**config.mk**
```make
export PLATFORM = sky130hd
export DESIGN_NAME = char_display_shadow_diff_refresh_top
export DESIGN_NICKNAME = d
export VERILOG_FILES = /design/src/rtl/core/cdsdr_pkg.sv /design/src/rtl/core/cdsdr_cmd_q.sv /design/src/rtl/core/cdsdr_front.sv /design/src/rtl/core/cdsdr_back.sv /design/src/rtl/core/char_display_shadow_diff_refresh_top.sv
export SDC_FILE = /design/constraint.sdc
export NUM_CORES = 1
export LEC_CHECK = 0
export BUFFER_PORTS_ARGS = -buffer_cell sky130_fd_sc_hd__buf_2
export CORE_ASPECT_RATIO = 0.75
export CORE_UTILIZATION = 49
export DETAILED_ROUTE_END_ITERATION = 10
export SYNTH_ARGS = -nofsm -noshare
export SYNTH_HDL_FRONTEND = slang
export SYNTH_SLANG_ARGS = --single-unit
```
**constraint.sdc**
```tcl
create_clock -name i_clk -period 8.2 [get_ports i_clk]
set_clock_uncertainty 0.2 [all_clocks]
set_input_delay 0.41 -clock i_clk [delete_from_list [all_inputs] [get_ports i_clk]]
set_output_delay 0.41 -clock i_clk [all_outputs]
set_load 0.02 [all_outputs]
```
**src/rtl/core/cdsdr_pkg.sv**
```systemverilog
`default_nettype none

package cdsdr_pkg;

    localparam logic [7:0] SPACE_CHAR = 8'h20;

    typedef enum logic [1:0] {
        OP_SET_CURSOR = 2'd0,
        OP_PUT_CHAR   = 2'd1,
        OP_WIPE_LINE  = 2'd2,
        OP_FLUSH      = 2'd3
    } t_op;

    typedef enum logic [1:0] {
        CMD_WRITE = 2'd0,
        CMD_WIPE  = 2'd1,
        CMD_FLUSH = 2'd2
    } t_cmd_kind;

    typedef enum logic [1:0] {
        BS_IDLE,
        BS_SCAN,
        BS_FINISH
    } t_bstate;

endpackage

`default_nettype wire

```
**src/rtl/core/cdsdr_cmd_q.sv**
```systemverilog
`default_nettype none

module cdsdr_cmd_q #(
    parameter int WIDTH = 16,
    parameter int DEPTH = 4
) (
    input  wire logic             i_clk,
    input  wire logic             i_rst_n,
    input  wire logic             i_push,
    input  wire logic [WIDTH-1:0] i_data,
    input  wire logic             i_pop,
    output logic      [WIDTH-1:0] o_data,
    output logic                  o_full,
    output logic                  o_empty
);

    localparam int PW = (DEPTH > 1) ? $clog2(DEPTH) : 1;

    logic [WIDTH-1:0] r_mem [DEPTH];
    logic [PW-1:0]    r_wr_ptr;
    logic [PW-1:0]    r_rd_ptr;
    logic [PW:0]      r_count;
    logic [PW-1:0]    n_wr_ptr;
    logic [PW-1:0]    n_rd_ptr;

    always_comb begin
        n_wr_ptr = (r_wr_ptr == PW'(DEPTH - 1)) ? '0 : r_wr_ptr + 1'b1;
        n_rd_ptr = (r_rd_ptr == PW'(DEPTH - 1)) ? '0 : r_rd_ptr + 1'b1;
    end

    always_ff @(posedge i_clk) begin
        if (!i_rst_n) begin
            r_wr_ptr <= '0;
            r_rd_ptr <= '0;
            r_count  <= '0;
        end else begin
            if (i_push) begin
                r_wr_ptr <= n_wr_ptr;
            end
            if (i_pop) begin
                r_rd_ptr <= n_rd_ptr;
            end
            if (i_push && !i_pop) begin
                r_count <= r_count + 1'b1;
            end else if (!i_push && i_pop) begin
                r_count <= r_count - 1'b1;
            end
        end
    end

    always_ff @(posedge i_clk) begin
        if (i_push) begin
            r_mem[r_wr_ptr] <= i_data;
        end
    end

    assign o_data  = r_mem[r_rd_ptr];
    assign o_full  = (r_count == (PW + 1)'(DEPTH));
    assign o_empty = (r_count == '0);

endmodule

`default_nettype wire

```
**src/rtl/core/cdsdr_front.sv**
```systemverilog
`default_nettype none

module cdsdr_front #(
    parameter int COLS = 16,
    parameter int ROWS = 2,
    parameter int CW   = 4,
    parameter int RW   = 1
) (
    input  wire logic          i_clk,
    input  wire logic          i_rst_n,
    input  wire logic          i_valid,
    output logic               o_stall,
    input  wire logic [1:0]    i_operation,
    input  wire logic [5:0]    i_column,
    input  wire logic [2:0]    i_row,
    input  wire logic [7:0]    i_char_code,
    input  wire logic          i_q_full,
    output logic               o_push,
    output cdsdr_pkg::t_cmd_kind o_kind,
    output logic [RW-1:0]      o_row,
    output logic [CW-1:0]      o_col,
    output logic [7:0]         o_char
);

    import cdsdr_pkg::*;

    logic          r_past;
    logic [CW-1:0] r_col;
    logic [RW-1:0] r_row;
    logic          n_past;
    logic [CW-1:0] n_col;
    logic [RW-1:0] n_row;
    logic          accept;

    assign accept  = i_valid && !i_q_full;
    assign o_stall = i_q_full;
    assign o_row   = r_row;
    assign o_col   = r_col;
    assign o_char  = i_char_code;

    always_comb begin
        n_past = r_past;
        n_col  = r_col;
        n_row  = r_row;
        o_push = 1'b0;
        o_kind = CMD_FLUSH;
        unique case (t_op'(i_operation))
            OP_SET_CURSOR: begin
                n_past = 1'b0;
                n_col  = (i_column >= 6'(COLS)) ? CW'(COLS - 1) : CW'(i_column);
                n_row  = (i_row >= 3'(ROWS)) ? RW'(ROWS - 1) : RW'(i_row);
            end
            OP_PUT_CHAR: begin
                o_kind = CMD_WRITE;
                o_push = accept && !r_past;
                if (!r_past) begin
                    if (r_col == CW'(COLS - 1)) begin
                        if (r_row == RW'(ROWS - 1)) begin
                            n_past = 1'b1;
                        end else begin
                            n_col = '0;
                            n_row = r_row + 1'b1;
                        end
                    end else begin
                        n_col = r_col + 1'b1;
                    end
                end
            end
            OP_WIPE_LINE: begin
                o_kind = CMD_WIPE;
                o_push = accept && !r_past;
            end
            OP_FLUSH: begin
                o_kind = CMD_FLUSH;
                o_push = accept;
            end
        endcase
    end

    always_ff @(posedge i_clk) begin
        if (!i_rst_n) begin
            r_past <= 1'b0;
            r_col  <= '0;
            r_row  <= '0;
        end else if (accept) begin
            r_past <= n_past;
            r_col  <= n_col;
            r_row  <= n_row;
        end
    end

endmodule

`default_nettype wire

```
**src/rtl/core/cdsdr_back.sv**
```systemverilog
`default_nettype none

module cdsdr_back #(
    parameter int COLS = 16,
    parameter int ROWS = 2,
    parameter int CW   = 4,
    parameter int RW   = 1
) (
    input  wire logic          i_clk,
    input  wire logic          i_rst_n,
    input  wire logic          i_cmd_valid,
    output logic               o_cmd_pop,
    input  wire cdsdr_pkg::t_cmd_kind i_cmd_kind,
    input  wire logic [RW-1:0] i_cmd_row,
    input  wire logic [CW-1:0] i_cmd_col,
    input  wire logic [7:0]    i_cmd_char,
    output logic               o_valid,
    input  wire logic          i_stall,
    output logic               o_cell_valid,
    output logic               o_move_cursor,
    output logic [3:0]         o_out_column,
    output logic               o_out_row,
    output logic [7:0]         o_out_char,
    output logic               o_last
);

    import cdsdr_pkg::*;

    localparam int CELLS = COLS * ROWS;
    localparam int AW    = (CELLS > 1) ? $clog2(CELLS) : 1;

    t_bstate       r_state;
    t_bstate       n_state;

    logic [7:0]    r_screen_mem [CELLS];
    logic [7:0]    r_shown_mem  [CELLS];
    logic [CELLS-1:0] r_scr_vld;
    logic [CELLS-1:0] r_shw_vld;

    logic [CW-1:0] r_sc;
    logic [RW-1:0] r_sr;
    logic          r_issue_pend;
    logic          r_rd_valid;
    logic [CW-1:0] r_rd_c;
    logic [RW-1:0] r_rd_r;
    logic          r_rd_last;
    logic [7:0]    r_scr_q;
    logic [7:0]    r_shw_q;
    logic          r_scr_ok;
    logic          r_shw_ok;

    logic          r_known;
    logic [CW-1:0] r_disp_col;
    logic [RW-1:0] r_disp_row;

    logic          r_hold_valid;
    logic          r_hold_move;
    logic [CW-1:0] r_hold_col;
    logic [RW-1:0] r_hold_row;
    logic [7:0]    r_hold_char;

    logic          r_out_valid;
    logic          r_out_cell_valid;
    logic          r_out_move;
    logic [3:0]    r_out_col;
    logic          r_out_row;
    logic [7:0]    r_out_char;
    logic          r_out_last;

    logic          scr_we;
    logic          wipe_en;
    logic          flush_start;
    logic          rd_en;
    logic          eval;
    logic          fin;
    logic          out_free;
    logic          differ;
    logic          adv;
    logic          follows;
    logic          take;
    logic [7:0]    scr_eff;
    logic [7:0]    shw_eff;
    logic [AW-1:0] wr_idx;
    logic [AW-1:0] rd_idx;
    logic [AW-1:0] ev_idx;

    assign wr_idx   = AW'(int'(i_cmd_row) * COLS + int'(i_cmd_col));
    assign rd_idx   = AW'(int'(r_sr) * COLS + int'(r_sc));
    assign ev_idx   = AW'(int'(r_rd_r) * COLS + int'(r_rd_c));
    assign scr_eff  = r_scr_ok ? r_scr_q : SPACE_CHAR;
    assign shw_eff  = r_shw_ok ? r_shw_q : SPACE_CHAR;
    assign differ   = r_rd_valid && (scr_eff != shw_eff);
    assign out_free = !r_out_valid || !i_stall;
    assign adv      = !r_rd_valid || !differ || !r_hold_valid || out_free;
    assign follows  = r_known && (r_disp_row == r_rd_r)
                      && (({1'b0, r_disp_col} + 1'b1) == {1'b0, r_rd_c});
    assign take     = eval && differ;

    always_comb begin
        n_state     = r_state;
        o_cmd_pop   = 1'b0;
        scr_we      = 1'b0;
        wipe_en     = 1'b0;
        flush_start = 1'b0;
        rd_en       = 1'b0;
        eval        = 1'b0;
        fin         = 1'b0;
        unique case (r_state)
            BS_IDLE: begin
                if (i_cmd_valid) begin
                    o_cmd_pop = 1'b1;
                    unique case (i_cmd_kind)
                        CMD_WRITE: scr_we = 1'b1;
                        CMD_WIPE:  wipe_en = 1'b1;
                        CMD_FLUSH: begin
                            flush_start = 1'b1;
                            n_state     = BS_SCAN;
                        end
                        default: ;
                    endcase
                end
            end
            BS_SCAN: begin
                rd_en = r_issue_pend && adv;
                eval  = r_rd_valid && adv;
                if (eval && r_rd_last) begin
                    n_state = BS_FINISH;
                end
            end
            BS_FINISH: begin
                if (out_free) begin
                    fin     = 1'b1;
                    n_state = BS_IDLE;
                end
            end
            default: n_state = BS_IDLE;
        endcase
    end

    always_ff @(posedge i_clk) begin
        if (!i_rst_n) begin
            r_state <= BS_IDLE;
        end else begin
            r_state <= n_state;
        end
    end

    always_ff @(posedge i_clk) begin
        if (scr_we) begin
            r_screen_mem[wr_idx] <= i_cmd_char;
        end
        if (rd_en) begin
            r_scr_q <= r_screen_mem[rd_idx];
        end
    end

    always_ff @(posedge i_clk) begin
        if (take) begin
            r_shown_mem[ev_idx] <= scr_eff;
        end
        if (rd_en) begin
            r_shw_q <= r_shown_mem[rd_idx];
        end
    end

    always_ff @(posedge i_clk) begin
        if (!i_rst_n) begin
            r_scr_vld <= '0;
            r_shw_vld <= '0;
        end else begin
            if (scr_we) begin
                r_scr_vld[wr_idx] <= 1'b1;
            end
            if (wipe_en) begin
                for (int i = 0; i < CELLS; i++) begin
                    if ((i / COLS) == int'(i_cmd_row) && (i % COLS) >= int'(i_cmd_col)) begin
                        r_scr_vld[i] <= 1'b0;
                    end
                end
            end
            if (take) begin
                r_shw_vld[ev_idx] <= 1'b1;
            end
        end
    end

    always_ff @(posedge i_clk) begin
        if (!i_rst_n) begin
            r_sc         <= '0;
            r_sr         <= '0;
            r_issue_pend <= 1'b0;
            r_rd_valid   <= 1'b0;
            r_known      <= 1'b0;
            r_disp_col   <= '0;
            r_disp_row   <= '0;
            r_hold_valid <= 1'b0;
            r_out_valid  <= 1'b0;
        end else begin
            if (flush_start) begin
                r_sc         <= '0;
                r_sr         <= '0;
                r_issue_pend <= 1'b1;
                r_rd_valid   <= 1'b0;
            end else if (rd_en) begin
                r_rd_valid <= 1'b1;
                if (r_sr == RW'(ROWS - 1)) begin
                    r_sr <= '0;
                    if (r_sc == CW'(COLS - 1)) begin
                        r_issue_pend <= 1'b0;
                    end else begin
                        r_sc <= r_sc + 1'b1;
                    end
                end else begin
                    r_sr <= r_sr + 1'b1;
                end
            end else if (eval) begin
                r_rd_valid <= 1'b0;
            end
            if (take) begin
                r_known      <= 1'b1;
                r_disp_col   <= r_rd_c;
                r_disp_row   <= r_rd_r;
                r_hold_valid <= 1'b1;
            end else if (fin) begin
                r_hold_valid <= 1'b0;
            end
            if ((take && r_hold_valid) || fin) begin
                r_out_valid <= 1'b1;
            end else if (out_free) begin
                r_out_valid <= 1'b0;
            end
        end
    end

    always_ff @(posedge i_clk) begin
        if (rd_en) begin
            r_rd_c    <= r_sc;
            r_rd_r    <= r_sr;
            r_rd_last <= (r_sc == CW'(COLS - 1)) && (r_sr == RW'(ROWS - 1));
            r_scr_ok  <= r_scr_vld[rd_idx];
            r_shw_ok  <= r_shw_vld[rd_idx];
        end
        if (take) begin
            r_hold_move <= !follows;
            r_hold_col  <= r_rd_c;
            r_hold_row  <= r_rd_r;
            r_hold_char <= scr_eff;
        end
        if (take && r_hold_valid) begin
            r_out_cell_valid <= 1'b1;
            r_out_move       <= r_hold_move;
            r_out_col        <= 4'(r_hold_col);
            r_out_row        <= 1'(r_hold_row);
            r_out_char       <= r_hold_char;
            r_out_last       <= 1'b0;
        end else if (fin) begin
            r_out_cell_valid <= r_hold_valid;
            r_out_move       <= r_hold_valid && r_hold_move;
            r_out_col        <= r_hold_valid ? 4'(r_hold_col) : 4'd0;
            r_out_row        <= r_hold_valid ? 1'(r_hold_row) : 1'b0;
            r_out_char       <= r_hold_valid ? r_hold_char : 8'd0;
            r_out_last       <= 1'b1;
        end
    end

    assign o_valid       = r_out_valid;
    assign o_cell_valid  = r_out_cell_valid;
    assign o_move_cursor = r_out_move;
    assign o_out_column  = r_out_col;
    assign o_out_row     = r_out_row;
    assign o_out_char    = r_out_char;
    assign o_last        = r_out_last;

endmodule

`default_nettype wire

```
**src/rtl/core/char_display_shadow_diff_refresh_top.sv**
```systemverilog
// channel   direction  handshake              payload
// input     in         i_valid / o_stall      i_operation i_column i_row i_char_code
// result    out        o_valid / i_stall      o_cell_valid o_move_cursor o_out_column
//                                             o_out_row o_out_char o_last
//
// set cursor is handled in the front alone; put character and wipe line are each
// carried out in the back, and a wipe clears the rest of the row at once
// flush scans one cell per cycle through the image memories while the result
// side does not stall; a command queue of 4 sits between
// reset clears the per-cell valid flags of both images at once, no clearing pass
// the input stalls only while the command queue is full
`default_nettype none

module char_display_shadow_diff_refresh_top #(
    parameter int COLS = 16,
    parameter int ROWS = 2
) (
    input  wire logic       i_clk,
    input  wire logic       i_rst_n,
    input  wire logic       i_valid,
    output logic            o_stall,
    input  wire logic [1:0] i_operation,
    input  wire logic [5:0] i_column,
    input  wire logic [2:0] i_row,
    input  wire logic [7:0] i_char_code,
    output logic            o_valid,
    input  wire logic       i_stall,
    output logic            o_cell_valid,
    output logic            o_move_cursor,
    output logic [3:0]      o_out_column,
    output logic            o_out_row,
    output logic [7:0]      o_out_char,
    output logic            o_last
);

    import cdsdr_pkg::*;

    localparam int CW     = (COLS > 1) ? $clog2(COLS) : 1;
    localparam int RW     = (ROWS > 1) ? $clog2(ROWS) : 1;
    localparam int QDEPTH = 4;
    localparam int CMD_W  = 2 + RW + CW + 8;

    logic             q_push;
    logic             q_pop;
    logic             q_full;
    logic             q_empty;
    logic [CMD_W-1:0] q_wdata;
    logic [CMD_W-1:0] q_rdata;
    t_cmd_kind        fe_kind;
    logic [RW-1:0]    fe_row;
    logic [CW-1:0]    fe_col;
    logic [7:0]       fe_char;

    cdsdr_front #(
        .COLS (COLS),
        .ROWS (ROWS),
        .CW   (CW),
        .RW   (RW)
    ) u_front (
        .i_clk       (i_clk),
        .i_rst_n     (i_rst_n),
        .i_valid     (i_valid),
        .o_stall     (o_stall),
        .i_operation (i_operation),
        .i_column    (i_column),
        .i_row       (i_row),
        .i_char_code (i_char_code),
        .i_q_full    (q_full),
        .o_push      (q_push),
        .o_kind      (fe_kind),
        .o_row       (fe_row),
        .o_col       (fe_col),
        .o_char      (fe_char)
    );

    assign q_wdata = {fe_kind, fe_row, fe_col, fe_char};

    cdsdr_cmd_q #(
        .WIDTH (CMD_W),
        .DEPTH (QDEPTH)
    ) u_cmd_q (
        .i_clk   (i_clk),
        .i_rst_n (i_rst_n),
        .i_push  (q_push),
        .i_data  (q_wdata),
        .i_pop   (q_pop),
        .o_data  (q_rdata),
        .o_full  (q_full),
        .o_empty (q_empty)
    );

    cdsdr_back #(
        .COLS (COLS),
        .ROWS (ROWS),
        .CW   (CW),
        .RW   (RW)
    ) u_back (
        .i_clk         (i_clk),
        .i_rst_n       (i_rst_n),
        .i_cmd_valid   (!q_empty),
        .o_cmd_pop     (q_pop),
        .i_cmd_kind    (t_cmd_kind'(q_rdata[CMD_W-1 -: 2])),
        .i_cmd_row     (q_rdata[8+CW +: RW]),
        .i_cmd_col     (q_rdata[8 +: CW]),
        .i_cmd_char    (q_rdata[7:0]),
        .o_valid       (o_valid),
        .i_stall       (i_stall),
        .o_cell_valid  (o_cell_valid),
        .o_move_cursor (o_move_cursor),
        .o_out_column  (o_out_column),
        .o_out_row     (o_out_row),
        .o_out_char    (o_out_char),
        .o_last        (o_last)
    );

`ifndef SYNTHESIS
    a_empty_is_last: assert property (@(posedge i_clk) disable iff (!i_rst_n)
        (o_valid && !o_cell_valid) |-> o_last)
        else $error("empty flush result without last");

    a_follow_not_col0: assert property (@(posedge i_clk) disable iff (!i_rst_n)
        (o_valid && o_cell_valid && !o_move_cursor) |-> (o_out_column != 4'd0))
        else $error("cursor follow claimed at column zero");

    a_no_pop_empty: assert property (@(posedge i_clk) disable iff (!i_rst_n)
        q_pop |-> !q_empty)
        else $error("command queue popped while empty");
`endif

endmodule

`default_nettype wire

```
==> impl_metrics.json <==
{
  "status": "finished, final reports clean",
  "die_area_um2": 58900,
  "cp-start-kind": "flop",
  "port_buffers": 40,
  "synth.avg_cell_area_um2": 19.0,
  "synth_cell_type_count": 68,
  "antenna_found_initial": 1,
  "final-hold-violation-count": 0,
  "rrSetupSlack_ns": 3.98,
  "power.leakage_uw": 0.0100,
  "hold_depth": 5,
  "rows": 76,
  "endpoint_kind": "flop",
  "vias": 14100,
  "slew_viol_final": 0,
  "gp_congestion": 0.828,
  "grt_util_all_layers_pct": 21.8,
  "rsz0062_at_grt": "no",
  "worstHoldStart": "i_column[0]",
  "layout_common_cells": "edfxtp_1 (624), mux4_2 (195), nand2_1 (110)",
  "layout_commonest_cell": "edfxtp_1",
  "synth_ff_type": "edfxtp_1",
  "wl_per_cell_um": 25.9,
  "drc": 0,
  "r2r-start": "u_back.r_scr_ok",
  "swShare_pct": 23.6,
  "clk_pin_slew_ns": 0.06,
  "wl_met3_mm": 4.37,
  "sequentialPowerShare_pct": 53.4,
  "grt_pass1_vias": 14200,
  "wl_met2_mm": 27.7,
  "dpl.hpwl_mm": 38.3,
  "top_layer": "met5",
  "grt_max_degree": 62,
  "required_ns": 8.22,
  "viasPerCell": 5.89,
  "power.switching_uw": 1900,
  "layout.cells.non_filler": 2397,
  "worst_pin_slew_ns": 1.19,
  "slew_headroom_pct": 20.3,
  "htree_levels": 3,
  "fin_crit_ns": 4.22,
  "core-area_um2": 57300,
  "placedCellCount": 2257,
  "wl_met1_mm": 28.5,
  "yosysSeqAreaShare_pct": 72.9,
  "slowest_delay_ns": 1.08,
  "cp_cell_sequence": "nand2_1, nor3_1, o32ai_1, o31a_1, buf_4, nand2_1, nor3_1",
  "hold_class": "in2reg",
  "r2r-end": "u_back.r_shown_mem[6][5]",
  "dr.pass1.iters": 6,
  "setup_ws_ns": 3.98,
  "power_density_nw_per_um2": 254,
  "synthArstFlopShare_pct": 0,
  "routed_wl_mm": 62.0,
  "ys_ff_latch": 722,
  "ant_nets": 0,
  "drt_iter0_markers": 1473,
  "fin_hold_ws_ns": 0.103,
  "syn-cell-area_um2": 28400,
  "start_util_pct": 49.5,
  "peakVddDrop_mv": 0.286,
  "arrival_ns": 4.24,
  "clock_sinks": 722,
  "hold_end": "u_front.o_col[0]",
  "cts_max_path_buffers": 3,
  "nNetsFinal": 1602,
  "post-cts-setup-buffer-count": 0,
  "internal_power_uw": 6160,
  "layout-drive-gt1-share_pct": 24.5,
  "fin_tns_setup_ns": 0,
  "cts_tree": "yes",
  "clock.fmax_ghz": 0.237,
  "dp_worst_setup_slack_ns": 3.88,
  "ys.warnings.count": 0,
  "worstPathMaxFanout": 38,
  "grt_pass1_wl_mm": 93.3,
  "synth_edf_count": 624,
  "dieHeight_um": 211,
  "insertion_delay_ns": 0.61,
  "p_total_uw": 8060,
  "setup_viol": 0,
  "crit_type": "reg2reg",
  "syn-num-nets": 1532,
  "root_buffer": "clkbuf_16",
  "overflow": 0,
  "die_x_um": 280,
  "netlist_instances": 1494,
  "area.growth.synth_to_final_pct": 11.7,
  "power_frac_clock_pct": 38.4,
  "cpMaxStageDelayCell": "nor3_1",
  "drv_cap": 0,
  "rr_worst_depth": 7,
  "power_frac_comb_pct": 8.2,
  "io_pins": 41,
  "cts_buffers": 69,
  "final.period_utilization_pct": 51.4
}
area by class of cell:
cell class                      count  area [µm²]
Antenna cell                        1        2.50
Timing Repair Buffer               76         505
Multi-Input combinational cell    682        7350
Clock buffer                       89        1840
Tap cell                          780         976
Clock inverter                     34         307
Inverter                           13        48.8
Fill cell                        4423       25600
Sequential cell                   722       20700
metrics by stage:
step / area, µm² / util (%)
after floorplan: 28400 / -
after global placement: 29400 / 51.3
after detailed placement: 29400 / 51.3
after CTS: 31700 / 55.3
after global routing: 31700 / 55.3
final: 31700 / 55.4
synth_stat cells, types with 7 or more instances:
master      n  area share [%]
mux2i_1     9            0.32
a22o_1      9            0.28
nand2_1   110             1.5
o21ai_0    36            0.63
nor2b_1     8            0.18
or3_1       8            0.18
o221a_2    22            0.87
inv_1      11            0.15
nand3_1     8            0.14
and3_1      7            0.15
clkbuf_1   52            0.69
and2_1     35            0.77
nand2b_1   17            0.37
buf_2      20            0.35
mux4_2    195              15
a21oi_1    21            0.37
edfxtp_1  624              66
ha_1       14            0.62
dfxtp_1    98             6.9
nor2_1     85             1.1
nor3_1     14            0.25
flip-flops by register name, indices dropped and copies added, names as in the netlist, 3 cells and up, named ones only:
signal               count
u_back.o_out_char        8
u_back.o_out_column      4
u_back.r_disp_col        4
u_back.r_hold_char       8
u_back.r_hold_col        4
u_back.r_rd_c            4
u_back.r_sc              4
u_back.r_scr_q           8
u_back.r_scr_vld        32
u_back.r_screen_mem    256
u_back.r_shown_mem     256
u_back.r_shw_q           8
u_back.r_shw_vld        32
u_cmd_q.r_count          3
u_cmd_q.r_mem           60
u_front.o_col            4
metal layers:
metal,vias to the layer above,global-route usage [%]
met5,-,0
met1,7413,33.1
li1,6165,-
met4,2,6.41
met2,450,31.3
met3,99,5.22
cells by family after synthesis:
group                      Yosys count  synth area share, %
buffers and inverters               90                 1.34
muxes                              206                 15.9
adders and majority gates           15                0.687
xor gates and xnor gates            12                0.370
DFF                                722                 72.9
and+or+nand+nor                    321                 5.52
AOI/OAI and AO/OA                  128                 3.35
worst max-delay path by stage:
| stage | from | to | slack [ns] | depth (start not counted) |
|---|---|---|---|---|
| floorplan | u_back.r_scr_q[4] | u_back.r_rd_c[0] | 5.10 | 6 |
| CTS | u_back.r_scr_ok | u_back.r_shown_mem[0][1] | 3.92 | 7 |
| global route | u_back.r_scr_ok | u_back.r_shown_mem[6][5] | 3.70 | 7 |
| global placement | u_back.r_scr_ok | u_back.r_shown_mem[24][5] | 3.69 | 7 |
| finish | u_back.r_scr_ok | u_back.r_shown_mem[6][5] | 3.98 | 7 |
| detailed placement | u_back.r_scr_ok | u_back.r_shown_mem[0][7] | 3.88 | 7 |
power by group through the flow:
stage / combinational, µW / clock [µW] / sequential, µW
floorplan: 445 / 0 / 4330
global placement: 649 / 0 / 4380
detailed placement: 664 / 0 / 4380
CTS: 671 / 3150 / 4310
global route: 722 / 3300 / 4310
finish: 663 / 3100 / 4300
what timing repair did:
item                                    4_1_cts  5_1_grt
gates resized for setup                       0        0
endpoints found under the hold margin        40        0
hold buffers                                 15        0
endpoints found under the setup margin        0        0
critical path: cells and delay by family, from the launching register on:
kind                   cells  cell delay (ns)
and+or+nand+nor            4             1.89
buffers and inverters      1             0.39
AOI/OAI and AO/OA          2             0.73
DFF                        1             0.60
Note: power is estimated with default switching activity, not from simulation.
